--- src/rtl/point_translate_scale_rotate_defines.svh ---
// Assertion shorthands shared by the transform pipeline.
`ifndef POINT_TRANSLATE_SCALE_ROTATE_DEFINES_SVH
`define POINT_TRANSLATE_SCALE_ROTATE_DEFINES_SVH

// Same-cycle implication, held off while reset is asserted.
`define PTS_ASSERT_SAME(label, clk_s, rst_s, ante, cons, msg) \
    label: assert property (@(posedge clk_s) disable iff (!rst_s) (ante) |-> (cons)) \
        else $error(msg);

// Next-cycle implication, held off while reset is asserted.
`define PTS_ASSERT_NEXT(label, clk_s, rst_s, ante, cons, msg) \
    label: assert property (@(posedge clk_s) disable iff (!rst_s) (ante) |=> (cons)) \
        else $error(msg);

`endif

--- src/rtl/pts_pkg.sv ---
package pts_pkg;

    typedef longint unsigned u64_t;

    localparam int TRIG_FRAC_BITS = 14;
    localparam int TRIG_W         = TRIG_FRAC_BITS + 2;
    localparam int OUT_W          = 32;
    localparam int ANG_W          = 10;
    localparam int ANGN_W         = 9;
    localparam int QTR_W          = 7;

    localparam int FULL_TURN  = 360;
    localparam int QUARTER    = 90;
    localparam int HALF_TURN  = 180;
    localparam int THREE_QTR  = 270;

    localparam u64_t PI_Q31  = 64'd6746518852;
    localparam u64_t ONE_Q31 = 64'd2147483648;

    typedef enum logic [1:0] {
        MODE_TRANSLATE = 2'd0,
        MODE_SCALE     = 2'd1,
        MODE_ROTATE    = 2'd2,
        MODE_PASS      = 2'd3
    } mode_t;

    typedef enum logic [1:0] {
        QUAD_I   = 2'd0,
        QUAD_II  = 2'd1,
        QUAD_III = 2'd2,
        QUAD_IV  = 2'd3
    } quad_t;

    typedef struct packed {
        logic  valid;
        mode_t mode;
    } ctl_t;

    typedef logic signed [TRIG_W-1:0]  trig_t;
    typedef logic [TRIG_FRAC_BITS:0]   trig_mag_t;
    typedef trig_mag_t                 sin_tab_t [0:QUARTER];
    typedef logic signed [ANG_W:0]     ang_ext_t;
    typedef logic [ANGN_W-1:0]         ang_t;
    typedef logic [QTR_W-1:0]          qtr_t;

    localparam trig_t TRIG_ONE = trig_t'(1 << TRIG_FRAC_BITS);

    function automatic int max_int(input int a, input int b);
        return (a > b) ? a : b;
    endfunction

    function automatic u64_t qmul31(input u64_t a, input u64_t b);
        return (a * b) >> 31;
    endfunction

    // Quarter-wave sine by Taylor series in Q1.31, clamped, then rounded to nearest.
    function automatic trig_mag_t quarter_sin(input int d);
        u64_t   x;
        u64_t   x2;
        u64_t   term;
        longint sum;
        x    = (PI_Q31 * u64_t'(d) + 64'd90) / 64'd180;
        x2   = qmul31(x, x);
        term = x;
        sum  = longint'(x);
        term = qmul31(term, x2) / 64'd6;   sum = sum - longint'(term);
        term = qmul31(term, x2) / 64'd20;  sum = sum + longint'(term);
        term = qmul31(term, x2) / 64'd42;  sum = sum - longint'(term);
        term = qmul31(term, x2) / 64'd72;  sum = sum + longint'(term);
        term = qmul31(term, x2) / 64'd110; sum = sum - longint'(term);
        term = qmul31(term, x2) / 64'd156; sum = sum + longint'(term);
        term = qmul31(term, x2) / 64'd210; sum = sum - longint'(term);
        term = qmul31(term, x2) / 64'd272; sum = sum + longint'(term);
        term = qmul31(term, x2) / 64'd342; sum = sum - longint'(term);
        term = qmul31(term, x2) / 64'd420; sum = sum + longint'(term);
        term = qmul31(term, x2) / 64'd506; sum = sum - longint'(term);
        term = qmul31(term, x2) / 64'd600; sum = sum + longint'(term);
        if (sum < 0)
        begin
            sum = 0;
        end
        if (sum > longint'(ONE_Q31))
        begin
            sum = longint'(ONE_Q31);
        end
        sum = (sum + (longint'(1) <<< (30 - TRIG_FRAC_BITS))) >>> (31 - TRIG_FRAC_BITS);
        return trig_mag_t'(sum);
    endfunction

    function automatic sin_tab_t build_sin_tab();
        sin_tab_t tab;
        for (int d = 0; d <= QUARTER; d++)
        begin
            tab[d] = quarter_sin(d);
        end
        return tab;
    endfunction

    localparam sin_tab_t SIN_TAB = build_sin_tab();

endpackage

--- src/rtl/pts_trig.sv ---
`include "point_translate_scale_rotate_defines.svh"

module pts_trig import pts_pkg::*; #(
    parameter int COORD_WIDTH = 16
) (
    input  logic                          clk,
    input  logic                          rst_n,
    input  logic                          adv,
    input  ctl_t                          in_ctl,
    input  logic signed [ANG_W-1:0]       angle,
    input  logic signed [COORD_WIDTH-1:0] x_in,
    input  logic signed [COORD_WIDTH-1:0] y_in,
    input  logic signed [COORD_WIDTH-1:0] dx,
    input  logic signed [COORD_WIDTH-1:0] dy,
    input  logic signed [COORD_WIDTH-1:0] sx,
    input  logic signed [COORD_WIDTH-1:0] sy,
    output ctl_t                          ctl_c,
    output trig_t                         sin_c,
    output trig_t                         cos_c,
    output logic signed [COORD_WIDTH-1:0] x_c,
    output logic signed [COORD_WIDTH-1:0] y_c,
    output logic signed [COORD_WIDTH-1:0] dx_c,
    output logic signed [COORD_WIDTH-1:0] dy_c,
    output logic signed [COORD_WIDTH-1:0] sx_c,
    output logic signed [COORD_WIDTH-1:0] sy_c
);

    typedef struct packed {
        logic signed [COORD_WIDTH-1:0] x;
        logic signed [COORD_WIDTH-1:0] y;
        logic signed [COORD_WIDTH-1:0] dx;
        logic signed [COORD_WIDTH-1:0] dy;
        logic signed [COORD_WIDTH-1:0] sx;
        logic signed [COORD_WIDTH-1:0] sy;
    } pt_t;

    ctl_t     ctl_a_reg;
    ctl_t     ctl_b_reg;
    ctl_t     ctl_c_reg;
    pt_t      pt_in;
    pt_t      pt_a_reg;
    pt_t      pt_b_reg;
    pt_t      pt_c_reg;
    ang_t     ang_a_reg;
    ang_t     ang_a_next;
    quad_t    quad_b_reg;
    quad_t    quad_b_next;
    qtr_t     r_b_reg;
    qtr_t     r_b_next;
    qtr_t     rc_b_reg;
    qtr_t     rc_b_next;
    trig_t    sin_c_reg;
    trig_t    sin_c_next;
    trig_t    cos_c_reg;
    trig_t    cos_c_next;
    ang_ext_t a1;
    ang_ext_t a2;
    ang_ext_t a3;
    ang_t     diff;
    trig_t    sr_pos;
    trig_t    cr_pos;

    assign pt_in = '{x: x_in, y: y_in, dx: dx, dy: dy, sx: sx, sy: sy};

    // Fold the angle into 0..359
    always_comb
    begin
        a1 = ang_ext_t'(angle);
        if (a1 < 0)
        begin
            a1 = a1 + ang_ext_t'(FULL_TURN);
        end
        a2 = a1;
        if (a2 < 0)
        begin
            a2 = a2 + ang_ext_t'(FULL_TURN);
        end
        a3 = a2;
        if (a3 >= ang_ext_t'(FULL_TURN))
        begin
            a3 = a3 - ang_ext_t'(FULL_TURN);
        end
        ang_a_next = ang_t'(a3);
    end

    // Split into quadrant and residue within the quadrant
    always_comb
    begin
        if (ang_a_reg >= ang_t'(THREE_QTR))
        begin
            quad_b_next = QUAD_IV;
            diff        = ang_a_reg - ang_t'(THREE_QTR);
        end
        else if (ang_a_reg >= ang_t'(HALF_TURN))
        begin
            quad_b_next = QUAD_III;
            diff        = ang_a_reg - ang_t'(HALF_TURN);
        end
        else if (ang_a_reg >= ang_t'(QUARTER))
        begin
            quad_b_next = QUAD_II;
            diff        = ang_a_reg - ang_t'(QUARTER);
        end
        else
        begin
            quad_b_next = QUAD_I;
            diff        = ang_a_reg;
        end
        r_b_next  = qtr_t'(diff);
        rc_b_next = qtr_t'(QUARTER) - qtr_t'(diff);
    end

    assign sr_pos = trig_t'(SIN_TAB[r_b_reg]);
    assign cr_pos = trig_t'(SIN_TAB[rc_b_reg]);

    always_comb
    begin
        case (quad_b_reg)
            QUAD_I:
            begin
                sin_c_next = sr_pos;
                cos_c_next = cr_pos;
            end
            QUAD_II:
            begin
                sin_c_next = cr_pos;
                cos_c_next = -sr_pos;
            end
            QUAD_III:
            begin
                sin_c_next = -sr_pos;
                cos_c_next = -cr_pos;
            end
            default:
            begin
                sin_c_next = -cr_pos;
                cos_c_next = sr_pos;
            end
        endcase
    end

    always_ff @(posedge clk or negedge rst_n)
    begin
        if (!rst_n)
        begin
            ctl_a_reg <= '0;
            ctl_b_reg <= '0;
            ctl_c_reg <= '0;
        end
        else if (adv)
        begin
            ctl_a_reg <= in_ctl;
            ctl_b_reg <= ctl_a_reg;
            ctl_c_reg <= ctl_b_reg;
        end
    end

    always_ff @(posedge clk)
    begin
        if (adv)
        begin
            pt_a_reg   <= pt_in;
            ang_a_reg  <= ang_a_next;
            pt_b_reg   <= pt_a_reg;
            quad_b_reg <= quad_b_next;
            r_b_reg    <= r_b_next;
            rc_b_reg   <= rc_b_next;
            pt_c_reg   <= pt_b_reg;
            sin_c_reg  <= sin_c_next;
            cos_c_reg  <= cos_c_next;
        end
    end

    assign ctl_c = ctl_c_reg;
    assign sin_c = sin_c_reg;
    assign cos_c = cos_c_reg;
    assign x_c   = pt_c_reg.x;
    assign y_c   = pt_c_reg.y;
    assign dx_c  = pt_c_reg.dx;
    assign dy_c  = pt_c_reg.dy;
    assign sx_c  = pt_c_reg.sx;
    assign sy_c  = pt_c_reg.sy;

    `PTS_ASSERT_NEXT(a_quad_split, clk, rst_n, adv && ctl_a_reg.valid, (QUARTER * int'(quad_b_reg) + int'(r_b_reg)) == int'($past(ang_a_reg)) && int'(r_b_reg) < QUARTER, "quadrant split does not rebuild the angle")
    `PTS_ASSERT_NEXT(a_zero_angle, clk, rst_n, adv && ctl_b_reg.valid && quad_b_reg == QUAD_I && r_b_reg == '0, sin_c_reg == '0 && cos_c_reg == TRIG_ONE, "zero angle gives wrong sine or cosine")

endmodule

--- src/rtl/pts_mul.sv ---
module pts_mul import pts_pkg::*; #(
    parameter int COORD_WIDTH = 16
) (
    input  logic                                     clk,
    input  logic                                     rst_n,
    input  logic                                     adv,
    input  ctl_t                                     ctl_c,
    input  trig_t                                    sin_c,
    input  trig_t                                    cos_c,
    input  logic signed [COORD_WIDTH-1:0]            x_c,
    input  logic signed [COORD_WIDTH-1:0]            y_c,
    input  logic signed [COORD_WIDTH-1:0]            dx_c,
    input  logic signed [COORD_WIDTH-1:0]            dy_c,
    input  logic signed [COORD_WIDTH-1:0]            sx_c,
    input  logic signed [COORD_WIDTH-1:0]            sy_c,
    output ctl_t                                     ctl_d,
    output logic signed [COORD_WIDTH+max_int(COORD_WIDTH, TRIG_W)-1:0] p0_d,
    output logic signed [COORD_WIDTH+max_int(COORD_WIDTH, TRIG_W)-1:0] p1_d,
    output logic signed [COORD_WIDTH+max_int(COORD_WIDTH, TRIG_W)-1:0] p2_d,
    output logic signed [COORD_WIDTH+max_int(COORD_WIDTH, TRIG_W)-1:0] p3_d,
    output logic signed [COORD_WIDTH:0]              tx_d,
    output logic signed [COORD_WIDTH:0]              ty_d,
    output logic signed [COORD_WIDTH-1:0]            x_d,
    output logic signed [COORD_WIDTH-1:0]            y_d
);

    localparam int BW = max_int(COORD_WIDTH, TRIG_W);
    localparam int PW = COORD_WIDTH + BW;

    ctl_t                          ctl_d_reg;
    logic signed [BW-1:0]          bx;
    logic signed [BW-1:0]          by;
    logic signed [PW-1:0]          p0_next;
    logic signed [PW-1:0]          p1_next;
    logic signed [PW-1:0]          p2_next;
    logic signed [PW-1:0]          p3_next;
    logic signed [PW-1:0]          p0_reg;
    logic signed [PW-1:0]          p1_reg;
    logic signed [PW-1:0]          p2_reg;
    logic signed [PW-1:0]          p3_reg;
    logic signed [COORD_WIDTH:0]   tx_next;
    logic signed [COORD_WIDTH:0]   ty_next;
    logic signed [COORD_WIDTH:0]   tx_reg;
    logic signed [COORD_WIDTH:0]   ty_reg;
    logic signed [COORD_WIDTH-1:0] x_reg;
    logic signed [COORD_WIDTH-1:0] y_reg;

    // Outer multipliers take the scale factors in scale mode, cosine otherwise
    assign bx = (ctl_c.mode == MODE_SCALE) ? BW'(sx_c) : BW'(cos_c);
    assign by = (ctl_c.mode == MODE_SCALE) ? BW'(sy_c) : BW'(cos_c);

    assign p0_next = PW'(x_c) * PW'(bx);
    assign p1_next = PW'(y_c) * PW'(sin_c);
    assign p2_next = PW'(x_c) * PW'(sin_c);
    assign p3_next = PW'(y_c) * PW'(by);
    assign tx_next = (COORD_WIDTH+1)'(x_c) + (COORD_WIDTH+1)'(dx_c);
    assign ty_next = (COORD_WIDTH+1)'(y_c) + (COORD_WIDTH+1)'(dy_c);

    always_ff @(posedge clk or negedge rst_n)
    begin
        if (!rst_n)
        begin
            ctl_d_reg <= '0;
        end
        else if (adv)
        begin
            ctl_d_reg <= ctl_c;
        end
    end

    always_ff @(posedge clk)
    begin
        if (adv)
        begin
            p0_reg <= p0_next;
            p1_reg <= p1_next;
            p2_reg <= p2_next;
            p3_reg <= p3_next;
            tx_reg <= tx_next;
            ty_reg <= ty_next;
            x_reg  <= x_c;
            y_reg  <= y_c;
        end
    end

    assign ctl_d = ctl_d_reg;
    assign p0_d  = p0_reg;
    assign p1_d  = p1_reg;
    assign p2_d  = p2_reg;
    assign p3_d  = p3_reg;
    assign tx_d  = tx_reg;
    assign ty_d  = ty_reg;
    assign x_d   = x_reg;
    assign y_d   = y_reg;

endmodule

--- src/rtl/pts_round.sv ---
`include "point_translate_scale_rotate_defines.svh"

module pts_round import pts_pkg::*; #(
    parameter int COORD_WIDTH = 16
) (
    input  logic                                     clk,
    input  logic                                     rst_n,
    input  logic                                     adv,
    input  ctl_t                                     ctl_d,
    input  logic signed [COORD_WIDTH+max_int(COORD_WIDTH, TRIG_W)-1:0] p0_d,
    input  logic signed [COORD_WIDTH+max_int(COORD_WIDTH, TRIG_W)-1:0] p1_d,
    input  logic signed [COORD_WIDTH+max_int(COORD_WIDTH, TRIG_W)-1:0] p2_d,
    input  logic signed [COORD_WIDTH+max_int(COORD_WIDTH, TRIG_W)-1:0] p3_d,
    input  logic signed [COORD_WIDTH:0]              tx_d,
    input  logic signed [COORD_WIDTH:0]              ty_d,
    input  logic signed [COORD_WIDTH-1:0]            x_d,
    input  logic signed [COORD_WIDTH-1:0]            y_d,
    output logic                                     out_valid,
    output logic signed [OUT_W-1:0]                  x_out,
    output logic signed [OUT_W-1:0]                  y_out
);

    localparam int BW    = max_int(COORD_WIDTH, TRIG_W);
    localparam int PW    = COORD_WIDTH + BW;
    localparam int SW    = PW + 1;
    localparam int EXT_W = max_int(SW, OUT_W);
    localparam logic [SW-1:0] RND_HALF = SW'(1) << (TRIG_FRAC_BITS - 1);

    ctl_t                    ctl_e_reg;
    logic signed [SW-1:0]    ex_next;
    logic signed [SW-1:0]    ey_next;
    logic signed [SW-1:0]    ex_e_reg;
    logic signed [SW-1:0]    ey_e_reg;
    logic signed [SW-1:0]    xr;
    logic signed [SW-1:0]    yr;
    logic signed [EXT_W-1:0] xw;
    logic signed [EXT_W-1:0] yw;
    logic signed [OUT_W-1:0] x_out_next;
    logic signed [OUT_W-1:0] y_out_next;
    logic signed [OUT_W-1:0] x_out_reg;
    logic signed [OUT_W-1:0] y_out_reg;
    logic                    out_valid_reg;

    function automatic logic signed [SW-1:0] round_half_away(input logic signed [SW-1:0] v);
        logic [SW-1:0] mag;
        logic [SW-1:0] rnd;
        mag = v[SW-1] ? -v : v;
        rnd = (mag + RND_HALF) >> TRIG_FRAC_BITS;
        return v[SW-1] ? -$signed(rnd) : $signed(rnd);
    endfunction

    // Pick the pre-rounding value for each mode
    always_comb
    begin
        case (ctl_d.mode)
            MODE_TRANSLATE:
            begin
                ex_next = SW'(tx_d);
                ey_next = SW'(ty_d);
            end
            MODE_SCALE:
            begin
                ex_next = SW'(p0_d);
                ey_next = SW'(p3_d);
            end
            MODE_ROTATE:
            begin
                ex_next = SW'(p0_d) - SW'(p1_d);
                ey_next = SW'(p2_d) + SW'(p3_d);
            end
            default:
            begin
                ex_next = SW'(x_d);
                ey_next = SW'(y_d);
            end
        endcase
    end

    // Only rotation carries fraction bits; wrap to the output width
    always_comb
    begin
        if (ctl_e_reg.mode == MODE_ROTATE)
        begin
            xr = round_half_away(ex_e_reg);
            yr = round_half_away(ey_e_reg);
        end
        else
        begin
            xr = ex_e_reg;
            yr = ey_e_reg;
        end
        xw         = EXT_W'(xr);
        yw         = EXT_W'(yr);
        x_out_next = xw[OUT_W-1:0];
        y_out_next = yw[OUT_W-1:0];
    end

    always_ff @(posedge clk or negedge rst_n)
    begin
        if (!rst_n)
        begin
            ctl_e_reg     <= '0;
            out_valid_reg <= 1'b0;
        end
        else if (adv)
        begin
            ctl_e_reg     <= ctl_d;
            out_valid_reg <= ctl_e_reg.valid;
        end
    end

    always_ff @(posedge clk)
    begin
        if (adv)
        begin
            ex_e_reg  <= ex_next;
            ey_e_reg  <= ey_next;
            x_out_reg <= x_out_next;
            y_out_reg <= y_out_next;
        end
    end

    assign out_valid = out_valid_reg;
    assign x_out     = x_out_reg;
    assign y_out     = y_out_reg;

    `PTS_ASSERT_NEXT(a_valid_follows, clk, rst_n, adv, out_valid == $past(ctl_e_reg.valid), "output valid lost or invented")
    `PTS_ASSERT_NEXT(a_rotate_origin, clk, rst_n, adv && ctl_e_reg.valid && ctl_e_reg.mode == MODE_ROTATE && ex_e_reg == '0 && ey_e_reg == '0, x_out == '0 && y_out == '0, "rotated origin does not stay at origin")
    `PTS_ASSERT_SAME(a_held_out, clk, rst_n, !adv, out_valid, "pipeline held without a waiting result")

endmodule

--- src/rtl/point_translate_scale_rotate.sv ---
// Channel  | Handshake            | Fields
// ---------+----------------------+------------------------------------------
// in       | in_valid / in_stall  | mode, x_in, y_in, dx, dy, sx, sy, angle
// out      | out_valid / out_stall| x_out, y_out
//
// One point per cycle unless a held result stalls; out_valid rises once the point
// has passed six register stages (angle fold, quadrant split,
// sine table, multipliers, sum, rounding into the output register).
// Reset clears only the control registers (valid and mode bits); no state survives between points.
// A waiting result under out_stall freezes every stage and raises in_stall.
module point_translate_scale_rotate import pts_pkg::*; #(
    parameter int COORD_WIDTH = 16
) (
    input  logic                          clk,
    input  logic                          rst_n,
    input  logic                          in_valid,
    output logic                          in_stall,
    input  logic [1:0]                    mode,
    input  logic signed [COORD_WIDTH-1:0] x_in,
    input  logic signed [COORD_WIDTH-1:0] y_in,
    input  logic signed [COORD_WIDTH-1:0] dx,
    input  logic signed [COORD_WIDTH-1:0] dy,
    input  logic signed [COORD_WIDTH-1:0] sx,
    input  logic signed [COORD_WIDTH-1:0] sy,
    input  logic signed [ANG_W-1:0]       angle,
    output logic                          out_valid,
    input  logic                          out_stall,
    output logic signed [OUT_W-1:0]       x_out,
    output logic signed [OUT_W-1:0]       y_out
);

    localparam int BW = max_int(COORD_WIDTH, TRIG_W);
    localparam int PW = COORD_WIDTH + BW;

    logic                          adv;
    ctl_t                          in_ctl;
    ctl_t                          ctl_c;
    ctl_t                          ctl_d;
    trig_t                         sin_c;
    trig_t                         cos_c;
    logic signed [COORD_WIDTH-1:0] x_c;
    logic signed [COORD_WIDTH-1:0] y_c;
    logic signed [COORD_WIDTH-1:0] dx_c;
    logic signed [COORD_WIDTH-1:0] dy_c;
    logic signed [COORD_WIDTH-1:0] sx_c;
    logic signed [COORD_WIDTH-1:0] sy_c;
    logic signed [PW-1:0]          p0_d;
    logic signed [PW-1:0]          p1_d;
    logic signed [PW-1:0]          p2_d;
    logic signed [PW-1:0]          p3_d;
    logic signed [COORD_WIDTH:0]   tx_d;
    logic signed [COORD_WIDTH:0]   ty_d;
    logic signed [COORD_WIDTH-1:0] x_d;
    logic signed [COORD_WIDTH-1:0] y_d;

    // Advance the whole pipeline unless the result in the output register is held
    assign adv      = ~(out_valid & out_stall);
    assign in_stall = ~adv;
    assign in_ctl   = '{valid: in_valid, mode: mode_t'(mode)};

    pts_trig #(
        .COORD_WIDTH (COORD_WIDTH)
    ) u_trig (
        .clk    (clk),
        .rst_n  (rst_n),
        .adv    (adv),
        .in_ctl (in_ctl),
        .angle  (angle),
        .x_in   (x_in),
        .y_in   (y_in),
        .dx     (dx),
        .dy     (dy),
        .sx     (sx),
        .sy     (sy),
        .ctl_c  (ctl_c),
        .sin_c  (sin_c),
        .cos_c  (cos_c),
        .x_c    (x_c),
        .y_c    (y_c),
        .dx_c   (dx_c),
        .dy_c   (dy_c),
        .sx_c   (sx_c),
        .sy_c   (sy_c)
    );

    pts_mul #(
        .COORD_WIDTH (COORD_WIDTH)
    ) u_mul (
        .clk    (clk),
        .rst_n  (rst_n),
        .adv    (adv),
        .ctl_c  (ctl_c),
        .sin_c  (sin_c),
        .cos_c  (cos_c),
        .x_c    (x_c),
        .y_c    (y_c),
        .dx_c   (dx_c),
        .dy_c   (dy_c),
        .sx_c   (sx_c),
        .sy_c   (sy_c),
        .ctl_d  (ctl_d),
        .p0_d   (p0_d),
        .p1_d   (p1_d),
        .p2_d   (p2_d),
        .p3_d   (p3_d),
        .tx_d   (tx_d),
        .ty_d   (ty_d),
        .x_d    (x_d),
        .y_d    (y_d)
    );

    pts_round #(
        .COORD_WIDTH (COORD_WIDTH)
    ) u_round (
        .clk       (clk),
        .rst_n     (rst_n),
        .adv       (adv),
        .ctl_d     (ctl_d),
        .p0_d      (p0_d),
        .p1_d      (p1_d),
        .p2_d      (p2_d),
        .p3_d      (p3_d),
        .tx_d      (tx_d),
        .ty_d      (ty_d),
        .x_d       (x_d),
        .y_d       (y_d),
        .out_valid (out_valid),
        .x_out     (x_out),
        .y_out     (y_out)
    );

endmodule
--- config.mk ---
export PLATFORM = sky130hd
export DESIGN_NAME = point_translate_scale_rotate
export DESIGN_NICKNAME = d
export VERILOG_FILES = /design/src/rtl/pts_pkg.sv /design/src/rtl/pts_trig.sv /design/src/rtl/pts_mul.sv /design/src/rtl/pts_round.sv /design/src/rtl/point_translate_scale_rotate.sv
export VERILOG_INCLUDE_DIRS = /design/src /design/src/rtl
export SDC_FILE = /design/constraint.sdc
export NUM_CORES = 2
export LEC_CHECK = 0
export BUFFER_PORTS_ARGS = -buffer_cell sky130_fd_sc_hd__buf_2
export CAP_MARGIN = 20
export CELL_PAD_IN_SITES_DETAIL_PLACEMENT = 1
export CELL_PAD_IN_SITES_GLOBAL_PLACEMENT = 1
export CORE_MARGIN = 5
export CORE_UTILIZATION = 35
export CTS_BUF_LIST = sky130_fd_sc_hd__clkbuf_4
export DETAILED_ROUTE_END_ITERATION = 10
export GPL_ROUTABILITY_DRIVEN = 0
export PLACE_DENSITY = 0.58
export SETUP_SLACK_MARGIN = 0.3
export SYNTH_ARGS = -nofsm -noshare
export SYNTH_HDL_FRONTEND = slang
export SYNTH_SLANG_ARGS = --single-unit
--- constraint.sdc ---
create_clock -name clk -period 52.3 [get_ports clk]
set_input_delay 5.23 -clock clk [delete_from_list [all_inputs] [get_ports clk]]
set_output_delay 5.23 -clock clk [all_outputs]
set_load 0.005 [all_outputs]
==> impl_results.md <==
- Result of the run: finished clean
- Startpoint of the worst register-to-register path: u_trig.ctl_c[1]
- Number of violations reported at the end of detailed-routing iteration 0: 2809
- Synth-to-Final Area Change: 8.70%
- Number of I/O port buffers: 177
- Cell area after synthesis: 75200 µm²
- Vias in the first global route: 59200
- Basic-gate share of the synthesized area counting and, or, nand and nor cells: 0.134
- WL per Instance: 21.4 µm
- Number of standard cells in the layout, taps in and fillers out: 10600
- Share of the clock period used by the worst path after layout: 0.215
- Hold Worst Slack: 0.306 ns
- Proportion of register bits with asynchronous set or reset after synthesis: 0.0234
- Crit path required time: 47.07 ns
- Minimum clock period after layout: 11.23 ns
- Clock Tree Buf Depth: 3
- Number of synthesis warnings: 0
- Clock slew at the register clock pins of the worst setup and hold paths: 0.06 ns
- Source of the critical timing path: out_stall
- Global-route wire length before repair: 355 mm
- Number of nets at the end of the flow: 9195
- DIE WIDTH: 473 µm
- Clock skew: 0.139 ns
- I/O Pins: 178
- Number of enable-type register cells in the synthesized netlist: 668
- Vias after detailed routing: 53800
- Number of nets produced by synthesis: 9061
- Clk sink count: 684
- Rel. slew slack: 0.287
- Leading cell type in the layout, fill and taps excluded: sky130_fd_sc_hd__inv_1
- Critical setup path kind: in2out
- Utilization after layout: 0.382
- Number of max-slew violations in the final report: 0
- Hold_sp: u_trig.pt_b_reg[91]
- Placement Rows: 170
- Combinational family with the most area after synthesis: adder cells
- Mux share of post-synthesis cell area: 0.0255
- Commonest non-fill, non-tap cells in the layout: 1290 x sky130_fd_sc_hd__inv_1, 1054 x sky130_fd_sc_hd__fa_1, 879 x sky130_fd_sc_hd__nand2_1, 668 x sky130_fd_sc_hd__edfxtp_1, 458 x sky130_fd_sc_hd__ha_1
- Clock network latency to the later pin of the worst-skew pair: 1.30 ns
- Worst setup SP type: primary input
- RSZ-0062 raised after global routing: no
- H-Tree Level Count: 4
- Total setup buffers inserted after CTS: 0
- Total die area: 224000 µm²
- Initial standard-cell utilization of the core: 0.351
- Placed Cells: 10200
- Max-cap check violation count: 0
- Number of distinct library cell variants in the gate-level netlist after synthesis: 91
- Kind of capture point of the worst setup path: output pin
- Number of instances resized during post-cts repair: 0
- Initial antenna violation count: 36
- Buffer cell driving the clock tree root: sky130_fd_sc_hd__clkbuf_4
- Average size of a mapped cell: 10.1 µm²
- Post-DR vias/cell: 5.09
- Post-synthesis instance total: 7437
- Slew @ Worst Pin: 1.06 ns
- Achievable clock frequency: 0.0891 GHz
- Drc violations: 0
- Flop2flop setup slack: 43.50 ns
- Total wirelength of the detailed-routed design: 226 mm
- Post-synth top flop: sky130_fd_sc_hd__edfxtp_1
- Arrival time of the worst setup path: 6.00 ns
- Pin count of the biggest net entering global routing: 97
- XOR/XNOR share of the synthesized area: 0.0390
- Number of register bits inferred by synthesis: 684
- Detailed placer's ending HPWL: 171 mm
- Count of final setup violators: 0
- Number of clock buffers inserted by TritonCTS: 196
- Post-detailed-route count of antenna-violating nets: 0
- Share of the synthesized area in compound gates (AO/OA/AOI/OAI): 0.0910
- Total iterations of the first detailed-routing run: 5
- Final hold violations: 0
- Sequential area share after synthesis: 0.272
- Type of the worst min-delay path: reg2reg
- GRT Total Usage: 0.205
- Clock tree from TritonCTS: built
- Highest net fanout along the worst path: 37
- Sum of overflow across all layers after global routing: 0
- Total negative setup slack: 0 ns
- Placeable core region: 214000 µm²
- Height of the die: 473 µm
- Proportion of layout cells with a drive suffix above 1: 0.0953
- Cts hold-fix bufs: 0
- Area share of fa/ha/maj cells after synthesis: 0.357
-- per-layer routing --
layer | global-route usage | vias up | part of all wire
li1 | - | 24500 | -
met1 | 0.284 | 28000 | 0.47
met2 | 0.339 | 927 | 0.47
met3 | 0.0298 | 271 | 0.038
met4 | 0.0522 | 26 | 0.024
met5 | 0 | - | 0.00072
-- stage by stage --
step / cell area [µm²] / worst slack (ns)
after detailed placement: 79100 / 41.04
after CTS: 81600 / 41.04
after global routing: 81700 / 40.99
after global placement: 79100 / 41.05
final: 81700 / 41.07
after floorplan: 75200 / 21.79
-- final timing paths --
check | end | cells after the start
worst max-delay path | in_stall | 4
worst min-delay path | u_trig.x_c[11] | 0
worst max register to register | u_mul.p3_d[31] | 25
worst min register to register | u_trig.x_c[11] | 0
max in group asynchronous | u_mul.ctl_d[0] | 1
min in group asynchronous | u_trig.ctl_b_reg[0] | 1
-- final cells by class --
class | instances | area (µm²)
antenna | 19 | 47.5
clock buffer | 274 | 2060
clock inverter | 75 | 502
fill | 24100 | 132000
inverter | 1293 | 4850
multi-input combinational | 5118 | 48600
sequential | 684 | 20500
tap | 2838 | 3550
timing repair buffer | 278 | 1640
-- worst max-delay path, stage by stage --
cell	delay, ns
sky130_fd_sc_hd__buf_2	0.12
sky130_fd_sc_hd__nand2_4	0.34
sky130_fd_sc_hd__inv_1	0.14
sky130_fd_sc_hd__buf_2	0.16
-- cells in the mapped netlist, drive strengths merged, types with 40 or more instances --
master  number  area, µm²
inv       1290       4840
fa        1054      21100
nand2      880       3300
edfxtp     668      20100
ha         458       5730
and2       350       2190
clkbuf     322       1210
a21oi      299       1500
nor2       298       1120
o21ai      263       1320
xnor2      238       2080
nor2b      132        826
a21o       107        803
xor2        97        850
nor3        83        415
nand2b      74        463
nand3       69        345
mux4        58       1310
a211oi      43        323
o211ai      41        308
or3         40        255
-- cells by family (layout without fill, tap and decap cells) --
kind of cell / Yosys count / in the layout
AND/OR/NAND/NOR: 2085 / 2085
multiplexers: 116 / 116
adder cells (fa/ha/maj): 1512 / 1512
AO/OA/AOI/OAI: 1070 / 1070
buffers and inverters: 1635 / 1920
XOR/XNOR: 335 / 335
flip-flops: 684 / 684
other: 0 / 19
Power is left out: the tool's default activity adds up to more than one toggle a clock period on the data nets, which glitch-free logic cannot reach.
